[config.mk]
export PLATFORM = sky130hd
export DESIGN_NAME = ipv4_header_parser
export DESIGN_NICKNAME = d
export VERILOG_FILES = /design/src/rtl/ipv4hp_pkg.sv /design/src/rtl/ipv4hp_walker.sv /design/src/rtl/ipv4hp_emitter.sv /design/src/rtl/ipv4_header_parser.sv
export SDC_FILE = /design/constraint.sdc
export NUM_CORES = 1
export LEC_CHECK = 0
export ABC_AREA = 1
export BUFFER_PORTS_ARGS = -buffer_cell sky130_fd_sc_hd__buf_2
export CAP_MARGIN = 25
export CORE_ASPECT_RATIO = 1.75
export CORE_MARGIN = 10
export CORE_UTILIZATION = 59
export CTS_CLUSTER_SIZE = 12
export DETAILED_ROUTE_END_ITERATION = 6
export PLACE_DENSITY = 0.92
export SLEW_MARGIN = 40
export SYNTH_ARGS = -nofsm -noshare
export SYNTH_HDL_FRONTEND = slang
export SYNTH_HIERARCHICAL = 1
export SYNTH_SLANG_ARGS = --single-unit
[constraint.sdc]
create_clock -name clk_i -period 3.8 [get_ports clk_i]
set_input_delay 0 -clock clk_i [delete_from_list [all_inputs] [get_ports clk_i]]
set_output_delay 0 -clock clk_i [all_outputs]
set_load 0.03 [all_outputs]
[src/rtl/ipv4hp_pkg.sv]
// ----------------------------------------------------------------------------
// ipv4hp_pkg
// Shared types, constants and helpers of the IPv4 header parser.
// ----------------------------------------------------------------------------
package ipv4hp_pkg;

  localparam int unsigned FixedBytes = 20;
  localparam int unsigned PosCap     = 64;

  localparam logic [6:0] OptStartPos = 7'd20;
  localparam logic [6:0] PosCapVal   = 7'd64;
  localparam logic [7:0] OptClsMask  = 8'h60;
  localparam logic [7:0] OptNumMask  = 8'h1F;
  localparam logic [7:0] IhlMask     = 8'h0F;
  localparam logic [3:0] IpVersion4  = 4'd4;

  localparam logic [7:0] ProtoIcmp = 8'd1;
  localparam logic [7:0] ProtoIgmp = 8'd2;
  localparam logic [7:0] ProtoTcp  = 8'd6;
  localparam logic [7:0] ProtoUdp  = 8'd17;

  typedef enum logic [1:0] {
    KIND_OPTION  = 2'd0,
    KIND_HEADER  = 2'd1,
    KIND_ADDRESS = 2'd2
  } kind_e;

  typedef enum logic [1:0] {
    ST_OK        = 2'd0,
    ST_IHL_SHORT = 2'd1,
    ST_BAD_VER   = 2'd2,
    ST_TRUNC     = 2'd3
  } status_e;

  typedef enum logic [2:0] {
    PC_ICMP  = 3'd0,
    PC_IGMP  = 3'd1,
    PC_TCP   = 3'd2,
    PC_UDP   = 3'd3,
    PC_OTHER = 3'd4
  } proto_class_e;

  // Fixed header store, byte 0 is the first byte on the wire.
  typedef logic [FixedBytes-1:0][7:0] hdr_bytes_t;

  // Records produced by one accepted byte.
  typedef struct packed {
    logic       opt;      // one option record
    logic       hdr;      // header record followed by address record
    logic [1:0] cls;
    logic [4:0] num;
    logic [7:0] len;
    logic [5:0] idx;
    status_e    status;
  } rec_ev_t;

  function automatic proto_class_e proto_class(input logic [7:0] id);
    proto_class_e pc;
    case (id)
      ProtoIcmp: pc = PC_ICMP;
      ProtoIgmp: pc = PC_IGMP;
      ProtoTcp:  pc = PC_TCP;
      ProtoUdp:  pc = PC_UDP;
      default:   pc = PC_OTHER;
    endcase
    return pc;
  endfunction

endpackage

[src/rtl/ipv4hp_walker.sv]
// ----------------------------------------------------------------------------
// ipv4hp_walker
// Byte position tracking, fixed header store and option walk.
// ----------------------------------------------------------------------------
module ipv4hp_walker (
  input  logic                  clk_i,
  input  logic                  rst_ni,
  input  logic                  accept_i,
  input  logic [7:0]            packet_byte_i,
  input  logic                  end_of_packet_i,
  output ipv4hp_pkg::hdr_bytes_t store_o,
  output ipv4hp_pkg::rec_ev_t    ev_o
);

  logic [6:0] pos_q, pos_d;
  logic [6:0] nxt_q, nxt_d;
  logic       await_q, await_d;
  logic [1:0] pcls_q, pcls_d;
  logic [4:0] pnum_q, pnum_d;
  logic [5:0] cnt_q, cnt_d;
  logic       wdone_q, wdone_d;
  logic       rep_q, rep_d;
  ipv4hp_pkg::hdr_bytes_t store_q, store_d;

  logic       clr;
  logic [7:0] b0;
  logic [5:0] hl;
  logic [3:0] ver;
  logic       walk_en;
  logic       complete;
  logic       fire;
  logic [8:0] len_sum;
  logic [1:0] tcls;
  logic [4:0] tnum;
  logic [7:0] pos_p1;

  assign clr     = (pos_q == '0);
  assign b0      = clr ? packet_byte_i : store_q[0];
  assign hl      = {b0[3:0], 2'b00};
  assign ver     = b0[7:4];
  assign tcls    = 2'((packet_byte_i & ipv4hp_pkg::OptClsMask) >> 5);
  assign tnum    = 5'(packet_byte_i & ipv4hp_pkg::OptNumMask);
  assign len_sum = {2'b00, pos_q} + 9'd1 + {1'b0, packet_byte_i};
  assign pos_p1  = {1'b0, pos_q} + 8'd1;

  always_comb begin
    // packet start resets walk state before this byte is looked at
    store_d = clr ? '0 : store_q;
    nxt_d   = clr ? ipv4hp_pkg::OptStartPos : nxt_q;
    await_d = clr ? 1'b0 : await_q;
    pcls_d  = clr ? 2'd0 : pcls_q;
    pnum_d  = clr ? 5'd0 : pnum_q;
    cnt_d   = clr ? 6'd0 : cnt_q;
    wdone_d = clr ? 1'b0 : wdone_q;
    rep_d   = clr ? 1'b0 : rep_q;

    if (pos_q < 7'(ipv4hp_pkg::FixedBytes)) begin
      store_d[pos_q[4:0]] = packet_byte_i;
    end

    ev_o        = '0;
    ev_o.status = ipv4hp_pkg::ST_OK;
    ev_o.idx    = cnt_d;

    walk_en = !rep_d && !wdone_d && (pos_q >= ipv4hp_pkg::OptStartPos) &&
              (pos_q < {1'b0, hl});
    if (walk_en) begin
      if (await_d) begin
        await_d    = 1'b0;
        ev_o.opt   = 1'b1;
        ev_o.cls   = pcls_d;
        ev_o.num   = pnum_d;
        ev_o.len   = packet_byte_i;
        nxt_d      = (len_sum > 9'(ipv4hp_pkg::PosCap)) ? ipv4hp_pkg::PosCapVal
                                                         : len_sum[6:0];
      end else if (pos_q == nxt_d) begin
        if (packet_byte_i == '0) begin
          wdone_d = 1'b1;
        end else if (tnum < 5'd2) begin
          ev_o.opt = 1'b1;
          ev_o.cls = tcls;
          ev_o.num = tnum;
          ev_o.len = '0;
          nxt_d    = pos_p1[6:0];
        end else begin
          await_d = 1'b1;
          pcls_d  = tcls;
          pnum_d  = tnum;
        end
      end
    end

    complete = (pos_q >= 7'd19) && (pos_p1 >= {2'b00, hl});
    fire     = !rep_d && (complete || end_of_packet_i);
    if (fire) begin
      ev_o.hdr = 1'b1;
      rep_d    = 1'b1;
      if (!complete) begin
        ev_o.status = ipv4hp_pkg::ST_TRUNC;
      end else if (ver != ipv4hp_pkg::IpVersion4) begin
        ev_o.status = ipv4hp_pkg::ST_BAD_VER;
      end else if (hl < 6'(ipv4hp_pkg::FixedBytes)) begin
        ev_o.status = ipv4hp_pkg::ST_IHL_SHORT;
      end
      // a type byte still waiting for its length goes out with length zero
      if (await_d) begin
        await_d  = 1'b0;
        ev_o.opt = 1'b1;
        ev_o.cls = pcls_d;
        ev_o.num = pnum_d;
        ev_o.len = '0;
      end
    end

    if (ev_o.opt) begin
      cnt_d = cnt_d + 6'd1;
    end

    if (end_of_packet_i) begin
      pos_d = '0;
    end else begin
      pos_d = (pos_p1 > 8'(ipv4hp_pkg::PosCap)) ? ipv4hp_pkg::PosCapVal : pos_p1[6:0];
    end
  end

  always_ff @(posedge clk_i or negedge rst_ni) begin
    if (!rst_ni) begin
      pos_q   <= '0;
      nxt_q   <= ipv4hp_pkg::OptStartPos;
      await_q <= 1'b0;
      pcls_q  <= '0;
      pnum_q  <= '0;
      cnt_q   <= '0;
      wdone_q <= 1'b0;
      rep_q   <= 1'b0;
      store_q <= '0;
    end else if (accept_i) begin
      pos_q   <= pos_d;
      nxt_q   <= nxt_d;
      await_q <= await_d;
      pcls_q  <= pcls_d;
      pnum_q  <= pnum_d;
      cnt_q   <= cnt_d;
      wdone_q <= wdone_d;
      rep_q   <= rep_d;
      store_q <= store_d;
    end
  end

  assign store_o = store_q;

endmodule

[src/rtl/ipv4hp_emitter.sv]
// ----------------------------------------------------------------------------
// ipv4hp_emitter
// Result register: holds up to three records of one byte, sends them in order.
// ----------------------------------------------------------------------------
module ipv4hp_emitter (
  input  logic                   clk_i,
  input  logic                   rst_ni,
  input  logic                   load_i,
  input  ipv4hp_pkg::rec_ev_t    ev_i,
  input  ipv4hp_pkg::hdr_bytes_t store_i,
  output logic                   in_ready_o,
  output logic                   out_valid_o,
  input  logic                   out_ready_i,
  output logic [1:0]             kind_o,
  output logic                   last_o,
  output logic [1:0]             status_o,
  output logic [7:0]             small_a_o,
  output logic [7:0]             small_b_o,
  output logic [7:0]             small_c_o,
  output logic [2:0]             protocol_class_o,
  output logic [3:0]             version_o,
  output logic [5:0]             length_or_index_o,
  output logic [31:0]            word_a_o,
  output logic [31:0]            word_b_o
);

  logic               opt_q, opt_d;
  logic               hdr_q, hdr_d;
  logic               adr_q, adr_d;
  ipv4hp_pkg::rec_ev_t ev_q;
  logic               out_acc;
  logic [1:0]         pending;

  assign pending     = 2'(opt_q) + 2'(hdr_q) + 2'(adr_q);
  assign out_valid_o = opt_q | hdr_q | adr_q;
  assign out_acc     = out_valid_o & out_ready_i;
  // store stays frozen while header/address records wait
  assign in_ready_o  = (pending == 2'd0) || ((pending == 2'd1) && out_ready_i);

  always_comb begin
    opt_d = opt_q;
    hdr_d = hdr_q;
    adr_d = adr_q;
    if (out_acc) begin
      if (opt_q) begin
        opt_d = 1'b0;
      end else if (hdr_q) begin
        hdr_d = 1'b0;
      end else begin
        adr_d = 1'b0;
      end
    end
    if (load_i) begin
      opt_d = ev_i.opt;
      hdr_d = ev_i.hdr;
      adr_d = ev_i.hdr;
    end
  end

  always_ff @(posedge clk_i or negedge rst_ni) begin
    if (!rst_ni) begin
      opt_q <= 1'b0;
      hdr_q <= 1'b0;
      adr_q <= 1'b0;
    end else begin
      opt_q <= opt_d;
      hdr_q <= hdr_d;
      adr_q <= adr_d;
    end
  end

  always_ff @(posedge clk_i) begin
    if (load_i) begin
      ev_q <= ev_i;
    end
  end

  always_comb begin
    kind_o            = ipv4hp_pkg::KIND_ADDRESS;
    last_o            = 1'b0;
    status_o          = ipv4hp_pkg::ST_OK;
    small_a_o         = '0;
    small_b_o         = '0;
    small_c_o         = '0;
    protocol_class_o  = '0;
    version_o         = '0;
    length_or_index_o = '0;
    word_a_o          = '0;
    word_b_o          = '0;
    if (opt_q) begin
      kind_o            = ipv4hp_pkg::KIND_OPTION;
      small_a_o         = {6'd0, ev_q.cls};
      small_b_o         = {3'd0, ev_q.num};
      small_c_o         = ev_q.len;
      length_or_index_o = ev_q.idx;
    end else if (hdr_q) begin
      kind_o            = ipv4hp_pkg::KIND_HEADER;
      status_o          = ev_q.status;
      small_a_o         = store_i[1];
      small_b_o         = store_i[8];
      small_c_o         = store_i[9];
      protocol_class_o  = ipv4hp_pkg::proto_class(store_i[9]);
      version_o         = store_i[0][7:4];
      length_or_index_o = {store_i[0][3:0], 2'b00};
      word_a_o          = {store_i[2], store_i[3], store_i[4], store_i[5]};
      word_b_o          = {store_i[6], store_i[7], store_i[10], store_i[11]};
    end else begin
      last_o   = 1'b1;
      word_a_o = {store_i[12], store_i[13], store_i[14], store_i[15]};
      word_b_o = {store_i[16], store_i[17], store_i[18], store_i[19]};
    end
  end

endmodule

[src/rtl/ipv4_header_parser.sv]
// ----------------------------------------------------------------------------
// ipv4_header_parser
// Byte-wide IPv4 header parser: option, header and address records.
// ----------------------------------------------------------------------------
//  channel | handshake                 | payload
//  --------+---------------------------+--------------------------------------
//  in      | in_valid_i / in_ready_o   | packet_byte_i, end_of_packet_i
//  out     | out_valid_o / out_ready_i | kind, last, status, small_a/b/c,
//          |                           | protocol_class, version,
//          |                           | length_or_index, word_a, word_b
//
//  Each byte is handled in the cycle it is accepted; its records appear in
//  the next cycle from the result register.
//  A byte gives zero to three records, one record per output transaction;
//  payload bytes run at one per cycle while the result register is empty.
//  The result register holds up to three records.
//  While two or more records are waiting, in_ready_o is low, which also keeps
//  the header store steady for the header and address records.
//  Reset (rst_ni low, asynchronous) clears position, walk state and store;
//  the first byte after reset or after an end-of-packet byte starts a packet.
// ----------------------------------------------------------------------------
module ipv4_header_parser (
  input  logic        clk_i,
  input  logic        rst_ni,
  input  logic        in_valid_i,
  output logic        in_ready_o,
  input  logic [7:0]  packet_byte_i,
  input  logic        end_of_packet_i,
  output logic        out_valid_o,
  input  logic        out_ready_i,
  output logic [1:0]  kind_o,
  output logic        last_o,
  output logic [1:0]  status_o,
  output logic [7:0]  small_a_o,
  output logic [7:0]  small_b_o,
  output logic [7:0]  small_c_o,
  output logic [2:0]  protocol_class_o,
  output logic [3:0]  version_o,
  output logic [5:0]  length_or_index_o,
  output logic [31:0] word_a_o,
  output logic [31:0] word_b_o
);

  logic                   in_acc;
  ipv4hp_pkg::rec_ev_t    ev;
  ipv4hp_pkg::hdr_bytes_t store;

  // a transaction on the input side updates walk state and loads results
  assign in_acc = in_valid_i & in_ready_o;

  ipv4hp_walker u_walker (
    .clk_i           (clk_i),
    .rst_ni          (rst_ni),
    .accept_i        (in_acc),
    .packet_byte_i   (packet_byte_i),
    .end_of_packet_i (end_of_packet_i),
    .store_o         (store),
    .ev_o            (ev)
  );

  // records leave in order: option, header, address
  ipv4hp_emitter u_emitter (
    .clk_i             (clk_i),
    .rst_ni            (rst_ni),
    .load_i            (in_acc),
    .ev_i              (ev),
    .store_i           (store),
    .in_ready_o        (in_ready_o),
    .out_valid_o       (out_valid_o),
    .out_ready_i       (out_ready_i),
    .kind_o            (kind_o),
    .last_o            (last_o),
    .status_o          (status_o),
    .small_a_o         (small_a_o),
    .small_b_o         (small_b_o),
    .small_c_o         (small_c_o),
    .protocol_class_o  (protocol_class_o),
    .version_o         (version_o),
    .length_or_index_o (length_or_index_o),
    .word_a_o          (word_a_o),
    .word_b_o          (word_b_o)
  );

endmodule

==> flow_metrics.tcl <==
set metrics [dict create \
    post-route-drc-count 0 \
    cts.sinks 216 \
    tightestPinTransition_ns 0.851 \
    fin_crit_sh_pct 93.7 \
    final_util_pct 68.6 \
    fp.dieW_um 123 \
    slew_violations 0 \
    htree_levels 1 \
    total_leakage_power_nw 5.96 \
    cap_violations 0 \
    worstPathMaxFanout 48 \
    yosysTopAreaCell "dfrtp_1" \
    multiInputGateArea_mm2 0.00418 \
    ios 121 \
    vias_per_cell 6.26 \
    rsz0062_at_grt "false" \
    syn-cell-area_mm2 0.0109 \
    drtIter0Drc 1424 \
    place_ws_ns 0.358 \
    tns_ns 0 \
    core_area_mm2 0.0181 \
    wl_um 34500 \
    cp_slowest_cell "dfrtp_1" \
    synth_top_area_share_pct 43.7 \
    worstPathCellList "inv_1, ha_1, inv_1, nor2_4, nand2_4, buf_4, nand2_1, nand2_1, nand2_1, nor2_1, nand2_1, nor3_4, nand2_4, nand2_2, nand2_4, nand2_2, nand3_1, nand2_1, nand2_1" \
    synth_ff_type "dfrtp_1" \
    worst-setup-path-type "flip-flop to flip-flop" \
    clk_latency_ns 0.50 \
    skew_ns 0.00906 \
    ys_warn_count 6 \
    place_congestion 0.969 \
    ff_latch_area_mm2 0.00552 \
    clockRootBuffer "clkbuf_16" \
    reg2reg_slack_ns 0.24 \
    num_rows 65 \
    synth_edf_count 23 \
    grtUsageTotal_pct 27.4 \
    dpl.hpwl_um 23600 \
    p_per_area_mw_per_mm2 631 \
    fp.dieH_um 200 \
    initial_core_util_pct 60.3 \
    cts_made_buffers 22 \
    grt_pass1_vias 10100 \
    antenna_cells 0 \
    vdd_drop_max_mv 0.623 \
    cts.reportedPaths.clkPinSlew_ns 0.06 \
    globalRouteOverflowTotal 0 \
    post-cts-setup-buffers 0 \
    cp_slowest_stage_delay_ns 0.54 \
    min_period_ns 3.56 \
    firstDrtPassIters 6 \
    drive_gt1_share_pct 14.5 \
    finalSetupViolCount 0 \
    relSlewSlack_pct 43.3 \
    synthArstFlopShare_pct 89.4 \
    grt_pass1_wl_um 54600 \
    area_growth_pct 13.7 \
    cts_hold_buf 12 \
    postRouteAntennaNets 0 \
    wl_per_cell_um 21.2 \
    syn-num-nets 1290 \
    fillers 1368 \
    fin_nets 1413 \
    dieArea_mm2 0.0246 \
    cts_resized 0 \
    synth-seq-area-share_pct 50.5 \
    antenna_found_initial 0 \
    synth-seq-cells 216 \
    hp-class "input pin to asynchronous set/reset pin" \
    yosysMostFrequentCell "inv_1" \
    cts_tree "built" \
    cts_buffer_depth 3 \
    cp_common_cell "nand2_1" \
    final-hold-violation-count 0 \
    synthCells 1261 \
    synth_area_leaders "dfrtp_1 (44%), o22ai_1 (9.7%), inv_1 (8.0%), nand2_1 (6.9%), edfxtp_1 (6.3%)" \
    cp-end-kind "flip-flop" \
    grt_max_degree 88 \
    syn_avg_cell_area_um2 8.68 \
    cp-start-kind "flip-flop" \
    r2r-end "u_walker/cnt_q[5]" \
    max_freq_ghz 0.281 \
    io_buffer_count 120 \
    status "completed" \
    power_w 0.00786 \
    cp.arrival_ns 3.95 \
    r2r_start "u_walker/pos_q[0]" \
    vias 10200 \
    reg2regPathDepth 19 \
    final.setup.worst_slack_ns 0.239 \
    ys_top_cells_by_count "inv_1 (234), nand2_1 (201), dfrtp_1 (191)" \
    worstPathRequired_ns 4.19 \
    ys_types 42 \
]
==> area by class of cell <==
class,count,area share [%]
inverter,246,7.42
timing repair buffer,154,7.19
clock buffer,31,5.03
tap,234,2.35
multi-input combinational,744,33.6
clock inverter,1,0.0704
sequential,216,44.4
==> metrics by stage <==
step                std cells  hold WS (ns)  instance area [um^2]
floorplan                1261        -0.296                 10900
global placement         1582         0.115                 11700
detailed placement       1582         0.117                 11700
CTS                      1626        0.0950                 12400
global route             1626         0.141                 12400
finish                   1626        0.0911                 12400
==> worst max-delay path by stage <==
stage	start	end	slack [ns]
6_report	u_walker/pos_q[0]	u_walker/cnt_q[5]	0.24
5_1_grt	u_walker/pos_q[0]	u_walker/cnt_q[5]	0.02
4_1_cts	u_walker/pos_q[0]	u_walker/cnt_q[4]	0.33
3_5_place_dp	u_walker/pos_q[0]	u_walker/cnt_q[4]	0.36
3_3_place_gp	u_walker/pos_q[0]	u_walker/cnt_q[5]	0.48
2_1_floorplan	u_emitter/hdr_q	u_walker/store_o[128]	0.41
==> registers in the layout, indices dropped and copies added, names as in the netlist <==
register and count:
u_walker/store_o 160, u_emitter/ev_q 23, u_walker/nxt_q 7, u_walker/pos_q 7
u_walker/cnt_q 6, u_walker/pnum_q 5, u_walker/pcls_q 2, u_emitter/adr_q 1
u_emitter/hdr_q 1, u_emitter/opt_q 1, u_walker/await_q 1, u_walker/rep_q 1
u_walker/wdone_q 1
==> layer usage <==
metal	global-route usage, %	routed length [um]	up-vias
met5	0	0	-
met4	16.0	2000	0
met3	4.33	3070	144
met2	45.5	17400	638
met1	32.5	12000	4900
li1	-	-	4501
==> kinds of logic after synthesis <==
| kind of cell | count (synthesis) | share of synthesized area (%) |
|---|---|---|
| AOI/OAI and AO/OA | 340 | 20.6 |
| xor gates and xnor gates | 7 | 0.560 |
| adders and majority gates | 16 | 1.97 |
| buffers and inverters | 301 | 11.4 |
| DFF | 216 | 50.5 |
| and+or+nand+nor | 381 | 15.0 |
==> placed cells by master, fill, tap and decap left out, types with 3 or more instances in the layout <==
cell / synthesis / layout
inv_2: 8 / 9
nor2_1: 87 / 87
a22oi_1: 4 / 4
buf_4: 5 / 22
a31oi_1: 6 / 6
clkbuf_8: 0 / 3
dlygate4sd3_1: 0 / 12
nand4_1: 12 / 12
clkinv_1: 4 / 4
nand2_4: 3 / 3
clkbuf_16: 0 / 23
o211ai_1: 6 / 6
nor2_2: 4 / 4
o22ai_1: 169 / 169
ha_1: 14 / 14
buf_2: 12 / 119
xor2_1: 5 / 5
o21ai_1: 7 / 7
o32ai_1: 4 / 4
a22o_1: 75 / 75
nand2_1: 201 / 199
o21ai_0: 33 / 33
inv_1: 234 / 233
edfxtp_1: 23 / 23
nand2_2: 9 / 11
nand3_1: 51 / 51
a21oi_1: 32 / 32
clkbuf_1: 24 / 6
nor3_1: 7 / 7
dfrtp_1: 191 / 191
==> critical path: cells and delay by family (launching register included) <==
| family | cells | cell delay [ns] |
|---|---|---|
| flip-flops | 1 | 0.54 |
| adder cells (fa/ha/maj) | 1 | 0.27 |
| AND/OR/NAND/NOR | 15 | 1.82 |
| buffers and inverters | 3 | 0.78 |
==> power breakdown <==
part	switching (W)	internal [W]	total [W]	leakage, nW
clock network	0.000866	0.00113	0.00200	0.309
logic	0.00221	0.000758	0.00297	2.77
registers	0.000227	0.00267	0.00289	2.88
(Power assumes the default switching activity.)
